[config.mk]
export PLATFORM = sky130hd
export DESIGN_NAME = tank_refill_controller_unit
export DESIGN_NICKNAME = d
export VERILOG_FILES = /design/src/rtl/trc_pkg.sv /design/src/rtl/trc_cfg_regs.sv /design/src/rtl/trc_step.sv /design/src/rtl/tank_refill_controller_unit.sv
export SDC_FILE = /design/constraint.sdc
export NUM_CORES = 1
export LEC_CHECK = 0
export BUFFER_PORTS_ARGS = -buffer_cell sky130_fd_sc_hd__buf_4
export CAP_MARGIN = 20
export CORE_AREA = 2 2 157 159
export CTS_CLUSTER_DIAMETER = 200
export CTS_CLUSTER_SIZE = 20
export DETAILED_ROUTE_END_ITERATION = 7
export DIE_AREA = 0 0 159 161
export PLACE_DENSITY = 0.49
export SETUP_SLACK_MARGIN = 0.1
export SLEW_MARGIN = 15
export SYNTH_ARGS = -nofsm -noshare
export SYNTH_HDL_FRONTEND = slang
export SYNTH_SLANG_ARGS = --single-unit
[constraint.sdc]
create_clock -name clk -period 6.4 [get_ports clk]
set_input_delay 1.28 -clock clk [delete_from_list [all_inputs] [get_ports clk]]
set_output_delay 1.28 -clock clk [all_outputs]
set_load 0.01 [all_outputs]
[src/rtl/trc_pkg.sv]
`timescale 1ns / 1ps
// ----------------------------------------------------------------------------
// Tank refill controller package
// Shared types, field widths and codes for the tank refill controller.
// ----------------------------------------------------------------------------
package trc_pkg;

	// Default width of the stage tick counter.
	localparam int COUNT_WIDTH_DEF = 16;

	// Field widths.
	localparam int TICK_W      = 16;
	localparam int LIMIT_W     = 16;
	localparam int THR_W       = 8;
	localparam int FAULT_W     = 8;
	localparam int EVENT_W     = 4;
	localparam int CFG_INDEX_W = 2;
	localparam int CFG_DATA_W  = 16;
	localparam int S_TDATA_W   = 8;
	localparam int S_TUSER_W   = 2;
	localparam int M_TDATA_W   = 24;

	// Reset values of the configuration registers.
	localparam logic [LIMIT_W-1:0] STAGE_ONE_LIMIT_RST = 16'd600;
	localparam logic [LIMIT_W-1:0] STAGE_TWO_LIMIT_RST = 16'd600;
	localparam logic [THR_W-1:0]   SENSOR_THR_RST      = 8'd3;

	// Command carried with each input item.
	typedef enum logic [1:0] {
		ACT_TICK    = 2'd0,
		ACT_ENABLE  = 2'd1,
		ACT_DISABLE = 2'd2
	} action_t;

	// Refill stage.
	typedef enum logic [1:0] {
		STG_IDLE         = 2'd0,
		STG_EMPTY_TO_LOW = 2'd1,
		STG_LOW_TO_FULL  = 2'd2
	} stage_t;

	// Event reported with each result.
	typedef enum logic [EVENT_W-1:0] {
		EV_NONE        = 4'd0,
		EV_START       = 4'd1,
		EV_STAGE1_DONE = 4'd2,
		EV_FULL        = 4'd3,
		EV_T1_TIMEOUT  = 4'd4,
		EV_T2_TIMEOUT  = 4'd5,
		EV_SKIP        = 4'd6,
		EV_SENSOR_ERR  = 4'd7,
		EV_REJECT      = 4'd8
	} event_t;

	// Configuration register indexes.
	typedef enum logic [CFG_INDEX_W-1:0] {
		CFG_STAGE_ONE_LIMIT = 2'd0,
		CFG_STAGE_TWO_LIMIT = 2'd1,
		CFG_SENSOR_THR      = 2'd2
	} cfg_index_t;

	// Configuration register file contents.
	typedef struct packed {
		logic [LIMIT_W-1:0] stage_one_limit;
		logic [LIMIT_W-1:0] stage_two_limit;
		logic [THR_W-1:0]   sensor_error_threshold;
	} cfg_regs_t;

	// Controller state apart from the tick counter.
	typedef struct packed {
		logic               enabled;
		stage_t             stage;
		logic [FAULT_W-1:0] fault_count;
		logic               drive;
	} ctl_state_t;

	// One input item.
	typedef struct packed {
		action_t action;
		logic    full_sensor;
		logic    low_sensor;
	} item_t;

endpackage

[src/rtl/trc_cfg_regs.sv]
`timescale 1ns / 1ps
// ----------------------------------------------------------------------------
// Tank refill controller configuration registers
// Holds the stage timeouts and the sensor error threshold written by software.
// ----------------------------------------------------------------------------
module trc_cfg_regs import trc_pkg::*; (
	input  logic                   clk,
	input  logic                   arst_n,
	input  logic                   cfg_valid,
	input  logic [CFG_INDEX_W-1:0] cfg_index,
	input  logic [CFG_DATA_W-1:0]  cfg_data,
	output cfg_regs_t              cfg_q
);

	// A write to an index beyond the register list is taken and dropped.
	always_ff @(posedge clk or negedge arst_n) begin
		if (!arst_n) begin
			cfg_q.stage_one_limit        <= STAGE_ONE_LIMIT_RST;
			cfg_q.stage_two_limit        <= STAGE_TWO_LIMIT_RST;
			cfg_q.sensor_error_threshold <= SENSOR_THR_RST;
		end else if (cfg_valid) begin
			case (cfg_index_t'(cfg_index))
				CFG_STAGE_ONE_LIMIT: begin
					cfg_q.stage_one_limit <= cfg_data;
				end
				CFG_STAGE_TWO_LIMIT: begin
					cfg_q.stage_two_limit <= cfg_data;
				end
				CFG_SENSOR_THR: begin
					cfg_q.sensor_error_threshold <= cfg_data[THR_W-1:0];
				end
				default: begin
				end
			endcase
		end
	end

endmodule

[src/rtl/trc_step.sv]
`timescale 1ns / 1ps
// ----------------------------------------------------------------------------
// Tank refill controller step logic
// Computes the next controller state and the event for one input item.
// ----------------------------------------------------------------------------
module trc_step import trc_pkg::*; #(
	parameter int COUNT_WIDTH = COUNT_WIDTH_DEF
) (
	input  item_t                  item,
	input  cfg_regs_t              cfg,
	input  ctl_state_t             cur,
	input  logic [COUNT_WIDTH-1:0] cur_ticks,
	output ctl_state_t             nxt,
	output logic [COUNT_WIDTH-1:0] nxt_ticks,
	output event_t                 ev
);

	localparam int CMP_W = (COUNT_WIDTH > LIMIT_W) ? COUNT_WIDTH : LIMIT_W;

	logic [COUNT_WIDTH-1:0] ticks_bump;
	logic [FAULT_W-1:0]     fault_inc;
	logic                   both_on;
	logic                   lim1_hit;
	logic                   lim2_hit;

	// Saturating increments and the timeout compares.
	always_comb begin
		ticks_bump = (cur_ticks == {COUNT_WIDTH{1'b1}}) ? cur_ticks
		                                                : cur_ticks + COUNT_WIDTH'(1);
		fault_inc  = (cur.fault_count == {FAULT_W{1'b1}}) ? cur.fault_count
		                                                  : cur.fault_count + FAULT_W'(1);
		both_on    = item.full_sensor & item.low_sensor;
		lim1_hit   = CMP_W'(ticks_bump) >= CMP_W'(cfg.stage_one_limit);
		lim2_hit   = CMP_W'(ticks_bump) >= CMP_W'(cfg.stage_two_limit);
	end

	// Next state and event.
	always_comb begin
		nxt       = cur;
		nxt_ticks = cur_ticks;
		ev        = EV_NONE;
		case (item.action)
			ACT_TICK: begin
				if (cur.enabled) begin
					if (both_on) begin
						// Contradictory sensors: skip until the count passes the threshold.
						nxt.fault_count = fault_inc;
						if (fault_inc <= cfg.sensor_error_threshold) begin
							ev = EV_SKIP;
						end else begin
							nxt.enabled     = 1'b0;
							nxt.stage       = STG_IDLE;
							nxt.drive       = 1'b0;
							nxt.fault_count = '0;
							nxt_ticks       = '0;
							ev              = EV_SENSOR_ERR;
						end
					end else begin
						nxt.fault_count = '0;
						case (cur.stage)
							STG_EMPTY_TO_LOW: begin
								nxt_ticks = ticks_bump;
								if (item.full_sensor) begin
									nxt.stage = STG_IDLE;
									nxt.drive = 1'b0;
									nxt_ticks = '0;
									ev        = EV_FULL;
								end else if (!item.low_sensor) begin
									nxt.stage = STG_LOW_TO_FULL;
									nxt_ticks = '0;
									ev        = EV_STAGE1_DONE;
								end else if (lim1_hit) begin
									nxt.stage   = STG_IDLE;
									nxt.drive   = 1'b0;
									nxt.enabled = 1'b0;
									nxt_ticks   = '0;
									ev          = EV_T1_TIMEOUT;
								end
							end
							STG_LOW_TO_FULL: begin
								nxt_ticks = ticks_bump;
								if (item.full_sensor) begin
									nxt.stage = STG_IDLE;
									nxt.drive = 1'b0;
									nxt_ticks = '0;
									ev        = EV_FULL;
								end else if (item.low_sensor) begin
									nxt.stage = STG_EMPTY_TO_LOW;
									nxt.drive = 1'b1;
									nxt_ticks = '0;
									ev        = EV_START;
								end else if (lim2_hit) begin
									nxt.stage = STG_IDLE;
									nxt.drive = 1'b0;
									nxt_ticks = '0;
									ev        = EV_T2_TIMEOUT;
								end
							end
							default: begin
								// Idle, and the unused stage code treated as idle.
								nxt.stage = STG_IDLE;
								if (item.low_sensor) begin
									nxt.stage = STG_EMPTY_TO_LOW;
									nxt.drive = 1'b1;
									nxt_ticks = '0;
									ev        = EV_START;
								end
							end
						endcase
					end
				end
			end
			ACT_ENABLE: begin
				nxt.fault_count = '0;
				if (!cur.enabled) begin
					if (both_on) begin
						ev = EV_REJECT;
					end else begin
						nxt.enabled = 1'b1;
						nxt.stage   = STG_IDLE;
						nxt.drive   = 1'b0;
						nxt_ticks   = '0;
					end
				end
			end
			ACT_DISABLE: begin
				nxt.fault_count = '0;
				nxt.enabled     = 1'b0;
				nxt.stage       = STG_IDLE;
				nxt.drive       = 1'b0;
				nxt_ticks       = '0;
			end
			default: begin
				// Unused action code leaves everything as it is.
			end
		endcase
	end

endmodule

[src/rtl/tank_refill_controller_unit.sv]
`timescale 1ns / 1ps
// ----------------------------------------------------------------------------
// Tank refill controller
// Tick-driven two-stage automatic refill sequencer for a tank with two float
// sensors, with stage timeouts and sensor fault handling.
// ----------------------------------------------------------------------------
//  Channel   Direction  Handshake            Payload
//  s_*       in         s_tvalid / s_tready  tuser: action; tdata: sensors
//  m_*       out        m_tvalid / m_tready  tdata: one result per item
//  cfg_*     in         cfg_valid/cfg_ready  cfg_index, cfg_data
//
//  One item is accepted per cycle when the output is not stalled; each item
//  gives one result, which passes through the input register and then the
//  result register before it is offered. The whole state update is one pass
//  of the step logic.
//  Reset clears the state and loads the register defaults; no clearing pass.
//  A stalled output holds its transaction and the input register holds the
//  next item, so the input side stalls only when both are full.
// ----------------------------------------------------------------------------
module tank_refill_controller_unit import trc_pkg::*; #(
	parameter int COUNT_WIDTH = COUNT_WIDTH_DEF
) (
	input  logic                   clk,
	input  logic                   arst_n,
	// Input items.
	input  logic                   s_tvalid,
	output logic                   s_tready,
	input  logic [S_TDATA_W-1:0]   s_tdata,  // [0] full_sensor, [1] low_sensor
	input  logic [S_TUSER_W-1:0]   s_tuser,  // [1:0] action
	// Results.
	output logic                   m_tvalid,
	input  logic                   m_tready,
	output logic [M_TDATA_W-1:0]   m_tdata,  // [0] drive_on, [2:1] stage,
	                                         // [3] auto_enabled, [7:4] event_res,
	                                         // [23:8] tick_count
	// Configuration writes.
	input  logic                   cfg_valid,
	output logic                   cfg_ready,
	input  logic [CFG_INDEX_W-1:0] cfg_index,
	input  logic [CFG_DATA_W-1:0]  cfg_data
);

	cfg_regs_t              cfg_q;
	item_t                  item_s1;
	logic                   valid_s1;
	logic                   advance;
	ctl_state_t             state_q;
	ctl_state_t             state_nxt;
	logic [COUNT_WIDTH-1:0] ticks_q;
	logic [COUNT_WIDTH-1:0] ticks_nxt;
	event_t                 ev;
	logic                   out_valid_q;
	logic [M_TDATA_W-1:0]   out_data_q;

	assign cfg_ready = 1'b1;

	trc_cfg_regs u_cfg (
		.clk       (clk),
		.arst_n    (arst_n),
		.cfg_valid (cfg_valid & cfg_ready),
		.cfg_index (cfg_index),
		.cfg_data  (cfg_data),
		.cfg_q     (cfg_q)
	);

	// The item moves on whenever the result register is free or being emptied.
	assign advance  = valid_s1 & (~out_valid_q | m_tready);
	assign s_tready = ~valid_s1 | advance;

	// Input register.
	always_ff @(posedge clk or negedge arst_n) begin
		if (!arst_n) begin
			valid_s1 <= 1'b0;
		end else if (s_tready) begin
			valid_s1 <= s_tvalid;
		end
	end

	always_ff @(posedge clk) begin
		if (s_tvalid && s_tready) begin
			item_s1.action      <= action_t'(s_tuser);
			item_s1.full_sensor <= s_tdata[0];
			item_s1.low_sensor  <= s_tdata[1];
		end
	end

	trc_step #(
		.COUNT_WIDTH (COUNT_WIDTH)
	) u_step (
		.item      (item_s1),
		.cfg       (cfg_q),
		.cur       (state_q),
		.cur_ticks (ticks_q),
		.nxt       (state_nxt),
		.nxt_ticks (ticks_nxt),
		.ev        (ev)
	);

	// Controller state, updated as each item leaves the input register.
	always_ff @(posedge clk or negedge arst_n) begin
		if (!arst_n) begin
			state_q.enabled     <= 1'b0;
			state_q.stage       <= STG_IDLE;
			state_q.fault_count <= '0;
			state_q.drive       <= 1'b0;
			ticks_q             <= '0;
		end else if (advance) begin
			state_q <= state_nxt;
			ticks_q <= ticks_nxt;
		end
	end

	// Result register.
	always_ff @(posedge clk or negedge arst_n) begin
		if (!arst_n) begin
			out_valid_q <= 1'b0;
		end else if (advance) begin
			out_valid_q <= 1'b1;
		end else if (m_tready) begin
			out_valid_q <= 1'b0;
		end
	end

	always_ff @(posedge clk) begin
		if (advance) begin
			out_data_q <= {TICK_W'(ticks_nxt), ev, state_nxt.enabled,
			               state_nxt.stage, state_nxt.drive};
		end
	end

	assign m_tvalid = out_valid_q;
	assign m_tdata  = out_data_q;

endmodule

---- After elaboration in Yosys (flattened, before gate mapping) ----
Index checks and enable logic that the tools add are counted.
word-level totals
  flip-flop bits (word level) ............. 98
  latch bits .............................. 0
  bits in writable memories ............... 0
  bits in read-only memories .............. 0
  bits of input ports ..................... 33
  output and inout port bits .............. 27
  word-level logic and storage cells ...... 102
  memories kept ........................... 0
cells by class
  add/subtract/negate cells ............... 2
  multiply operators ...................... 0
  div/mod/pow operators ................... 0
  $lt $le $gt $ge ......................... 3
  eq/ne operators ......................... 9
  shifts and indexed selects .............. 0
  multiplexer cells ....................... 59
  bitwise gates (word level) .............. 6
  reduce and logical (&&, ||, !) cells .... 9
operators with widths
  kind                                           number
  two-way mux 16 bit                             13
  one-hot mux 16 bit (3 select lines)            1
  two-way mux 12 bit                             3
  one-hot mux 12 bit (3 select lines)            1
  greater-or-equal comparator 16 bit             2
  one-hot mux 16 bit (2 select lines)            1
  two-way mux 4 bit                              7
  two-way mux 3 bit                              6
  two-way mux 1 bit                              17
  adder 16 x 1 -> 16 bit, second input constant  1
  == test 16 bit, second input constant          1
  one-hot mux 4 bit (2 select lines)             2
  two-way mux 2 bit                              5
  adder 8 x 1 -> 8 bit, second input constant    1
  == test 8 bit, second input constant           1
  <= comparator 8 bit                            1
  two-way mux 8 bit                              1
  == test 2 x 1 -> 1 bit, second input constant  3
  == test 2 bit, second input constant           3
  AND reduction 2 bit                            3
  logical NOT 2 bit                              2
  one-hot mux 2 bit (2 select lines)             1
  AND reduction 3 bit                            1
  nonzero test 3 bit                             1
  7 further kinds                                10

---- Longest topological paths before layout ----
  word-level depth ........................ 10
  gate-level depth with buffers ........... 16
  depth with buffers taken out ............ 15

---- By module ----
From an unflattened synthesis, not the netlist that was laid out.
second synthesis, totals
  cells, all modules ...................... 534
  area total of the unflattened synthesis .. 5836.8 µm²
modules (own cells, without submodules)
  module                       instances  cells an instance  area an instance (µm²)  sequential area each (µm²)
  trc_step                     1          351                2280.9                  0.0
  tank_refill_controller_unit  1          98                 2031.9                  1591.5
  trc_cfg_regs                 1          85                 1524.0                  1013.5

---- Worst setup path after synthesis ----
Ideal clock, no wire load.
  path kind ............................... register to register
  start ................................... reg ticks_q[0]
  end ..................................... reg out_data_q[13], in the netlist m_tdata[13] (data pin)
  setup time .............................. 131 ps
  arrival ................................. 3518 ps
  setup slack ............................. 2750 ps
  stages on the path, launching flop included .. 17
  buffers on the path ..................... 1
  period minus slack after synthesis ...... 3650 ps
  path through ............................ dfrtp_1 > ha_1 > nand2_1 > or4_1 > o21ai_1 > or3_1 > nor2_1 > or2_1 > ha_1 > a21o_1 > a221o_1 > a21oi_2 > o21ai_2 > o32ai_2 > buf_4 > and2_4 > a22o_1
on the way
  longest elaborated chain between the ends .. 10
RTL lines
  item                                                             RTL line                            text
  start, declared                                                  tank_refill_controller_unit.sv:49   logic [COUNT_WIDTH-1:0] ticks_q;
  start signal, assigned                                           tank_refill_controller_unit.sv:109  ticks_q <= ticks_nxt;
  adder 16 x 1 -> 16 bit / == test 16 bit (equally long branches)  trc_step.sv:29, trc_step.sv:28
  two-way mux 16 bit (*)                                           trc_step.sv:28                      ticks_bump = (cur_ticks == {COUNT_WIDTH{1'b1}}) ? cur_ticks
  greater-or-equal comparator 16 bit, on equally long branches     trc_step.sv:34, trc_step.sv:33
  two-way mux 16 bit, on equally long branches                     trc_step.sv:92, trc_step.sv:72
  two-way mux 16 bit, on equally long branches                     trc_step.sv:87, trc_step.sv:68
  two-way mux 16 bit, on equally long branches                     trc_step.sv:82, trc_step.sv:63
  one-hot mux 16 bit (2 select lines) (*)                          trc_step.sv:60                      case (cur.stage)
  two-way mux 16 bit (*)                                           trc_step.sv:45                      if (both_on) begin
  two-way mux 16 bit (*)                                           trc_step.sv:44                      if (cur.enabled) begin
  one-hot mux 16 bit (3 select lines) (*)                          trc_step.sv:42                      case (item.action)
  net ticks_nxt[5]                                                 tank_refill_controller_unit.sv:50   logic [COUNT_WIDTH-1:0] ticks_nxt;
  end signal, assigned                                             tank_refill_controller_unit.sv:126  out_data_q <= {TICK_W'(ticks_nxt), ev, state_nxt.enabled,
  end, declared                                                    tank_refill_controller_unit.sv:53   logic [M_TDATA_W-1:0] out_data_q;
The timed path passes the listed nets; every way through them passes the cells marked *.
A chain may end at the register's enable or synchronous reset.

---- Worst setup path in the final report ----
  start ................................... reg ticks_q[0]
  end ..................................... reg out_data_q[10], in the netlist m_tdata[10] (data pin)
Same word-level chain as after synthesis.

==> reports/qor.csv <==
metric,value,unit
Syn. warnings,0,
post-route insts no fill,969,
DRC viols,0,
"flops & latches, synth",98,
Worst Hold Depth,1,
Synth area leader,dfrtp_1,
Setup CP Type,flop to flop,
antenna violations before repair,0,
Rows,57,
VDD IR max,89.6,uV
share of layout cells above drive strength 1,20.6,%
most frequent cells in the layout,"76 x nand2_1, 60 x dfrtp_1, 56 x inv_1",
# Max-Cap Violations,0,
Critical Path Start,ticks_q[0],
synth top area cells,"dfrtp_1 25%, edfxtp_1 14%, ha_1 9.3%",
Peak Freq,217,MHz
Fin. Hold Viols,0,
setup slack after layout,1790,ps
clk sinks,98,
Worst-path clk slew,70,ps
I/O Buffers,52,
diode count,0,
syn_area_per_cell,9.96,sq um
placed insts,953,
Post-DRT Antenna Nets,0,
largest net degree at the start of global routing,71,
WP buf/inv,0,
Crit path top cell by count,ha_1,
Post-CTS Hold Buffers,0,
Sequential Power Share,48.3,%
worst-margin pin slew,961,ps
min-delay src,u_cfg.cfg_q[9],
pre-CTS setup slack,1760,ps
CP Capture Type,flop,
die area,25600,sq um
Pre-antenna DRT Iters,5,
clock latency on the worst-skew pair,350,ps
first-pass GRT wire length,23800,um
"Req. time, crit path",6600,ps
Layout Utilization,28.9,%
vias in the first global route,4347,
CTS tree,done,
final setup skew,7.85,ps
"commonest non-fill, non-tap cell in the layout",nand2_1,
Yosys top cell area share,25.5,%
clock network fraction of design power,35.8,%
crit-path cells,"ha_1, nand2_1, or4_1, o21ai_1, or3_1, nor2_1, or2_1, ha_1, a21o_1, a221o_1, a21oi_2, o21ai_2, o32ai_2, and2_4, a22o_1",
status,"complete, no violations",
Core Box Area,24000,sq um
"Period Utilization, post-route",72.0,%
RSZ-0062 raised after global routing,no,
R2R depth,15,
clk buf depth,2,
Final Setup Violations,0,
Global Route Usage Sum,11.7,%
# IOs,60,
DR vias,4468,
setup_tns,0,ps
Starting DRT DRC Count,325,
Post-synth top flop,dfrtp_1,
syn nets,669,
Die Height,161,um
Post-synth EDFFs,28,
Min-Delay Endpoint,u_cfg.cfg_q[9],
H-tree depth,3,
P per Cell Area,223,nW/um^2
routed wire length,14400,um
chip width,159,um
Pleak,3.03,nW
DP HPWL,10800,um
Fillers,2588,
RR Startpoint,ticks_q[0],
design area,6930,sq um
CP Max Fanout,12,
Area after DPL,6630,sq um
register area share after synthesis,44.2,%
max-slew violations,0,
"Area growth, synth to finish",17.5,%
Final nets,717,
"Cell Area, Synth",5900,sq um
gr ovfl total,0,
post-layout minimum cycle time,4610,ps
Cell variety after synth,73,
gp weighted congestion,0.810,
"Async S/R FF share, synth",71.4,%
postcts setup bufs,0,
P_int,1.13,mW
Starting Density,24.6,%
count of cells resized by post-cts repair,0,
Slew HR,35.9,%
Crit path arrival time,4810,ps
Mapped Cells,592,
Net Switching,415,uW
HP Class,flop to flop,
crit-path max cell delay,720,ps
critical path startpoint category,flop,
Vias/cell,4.61,
CP top delay family,compound AO/OA/AOI/OAI gates,
Comb power frac,15.9,%
RR Endpoint,m_tdata[10],
Net Sw Frac,26.8,%
drt wl/cell,14.9,um
Crit-path slowest cell,o32ai_2,
r2r setup slk,1790,ps
cts bufs inserted,9,
CTS root buf,clkbuf_16,
[logic make-up after synthesis]
kind of cell / share of synthesized area [%]
and+or+nand+nor: 17.8
AOI/OAI and AO/OA: 17.0
DFF: 44.2
buffers and inverters: 4.96
adders and majority gates: 9.33
muxes: 4.96
xor gates and xnor gates: 1.63
other: 0.0636
[final cells by class]
cell class                      instances  area [sq um]  share of cell area, %
Inverter                               56           210                   3.03
Timing Repair Buffer                   54           405                   5.85
Clock buffer                           12           246                   3.56
Sequential cell                        98          2610                   37.6
Clock inverter                          4          51.3                  0.740
Tap cell                              324           405                   5.85
Multi-Input combinational cell        421          3010                   43.4
[power by group through the flow]
| stage | registers, mW | clock network, mW | logic, mW |
|---|---|---|---|
| final | 0.747 | 0.555 | 0.246 |
| after global routing | 0.755 | 0.599 | 0.281 |
| after CTS | 0.748 | 0.577 | 0.252 |
| after detailed placement | 0.761 | 0 | 0.247 |
| after global placement | 0.758 | 0 | 0.246 |
| after floorplan | 0.754 | 0 | 0.161 |
[stage by stage]
step	hold slack [ps]	power (mW)
2_1_floorplan	479	0.916
3_3_place_gp	490	1.00
3_5_place_dp	494	1.01
4_1_cts	510	1.58
5_1_grt	522	1.64
6_report	507	1.55
[synth_stat cells (2+ instances only)]
master / count
nor2_1: 34
o21ai_2: 4
and3_1: 7
o211ai_1: 9
buf_4: 4
a21o_1: 2
nor3_1: 5
a21oi_1: 17
or3_1: 6
nor2b_1: 4
a22o_1: 21
o21ai_0: 33
nand2_1: 76
xor2_1: 2
o32ai_1: 2
o21ai_1: 10
and4_1: 2
and2_0: 2
a211oi_1: 4
nand2b_1: 5
buf_2: 3
or2_2: 3
mux2_2: 26
nand3_1: 18
xnor2_1: 9
inv_1: 56
nor2_2: 2
clkbuf_1: 10
dfrtp_1: 60
a31oi_1: 4
a41oi_2: 2
edfxtp_1: 28
ha_1: 44
dfstp_2: 10
a32o_1: 4
o21a_1: 6
nand3b_1: 3
o31ai_1: 3
or2_1: 2
nand4_1: 7
a221o_1: 2
nor4_1: 2
and2_1: 9
[how the worst max path moves through the flow]
stage	endpoint	slack, ps	depth (start not counted)
6_report	m_tdata[10]	1790	15
5_1_grt	m_tdata[22]	1430	14
3_5_place_dp	m_tdata[22]	1760	15
4_1_cts	m_tdata[22]	1720	15
2_1_floorplan	m_tdata[13]	2750	16
3_3_place_gp	m_tdata[22]	1800	15
[per-layer routing]
| layer | part of all wire (%) | global-route usage (%) | vias up |
|---|---|---|---|
| li1 | - | - | 2221 |
| met1 | 49 | 16.4 | 2154 |
| met2 | 45 | 18.0 | 82 |
| met3 | 5.4 | 2.77 | 11 |
| met4 | 1.3 | 3.47 | 0 |
| met5 | 0 | 0 | - |
[state kept, by name, summed over array words and instances (netlist names)]
name	cells
u_cfg.cfg_q	40
m_tdata	24
ticks_q	16
state_q	12
item_s1	4
m_tvalid	1
valid_s1	1
Note: power is estimated with default switching activity, not from simulation.
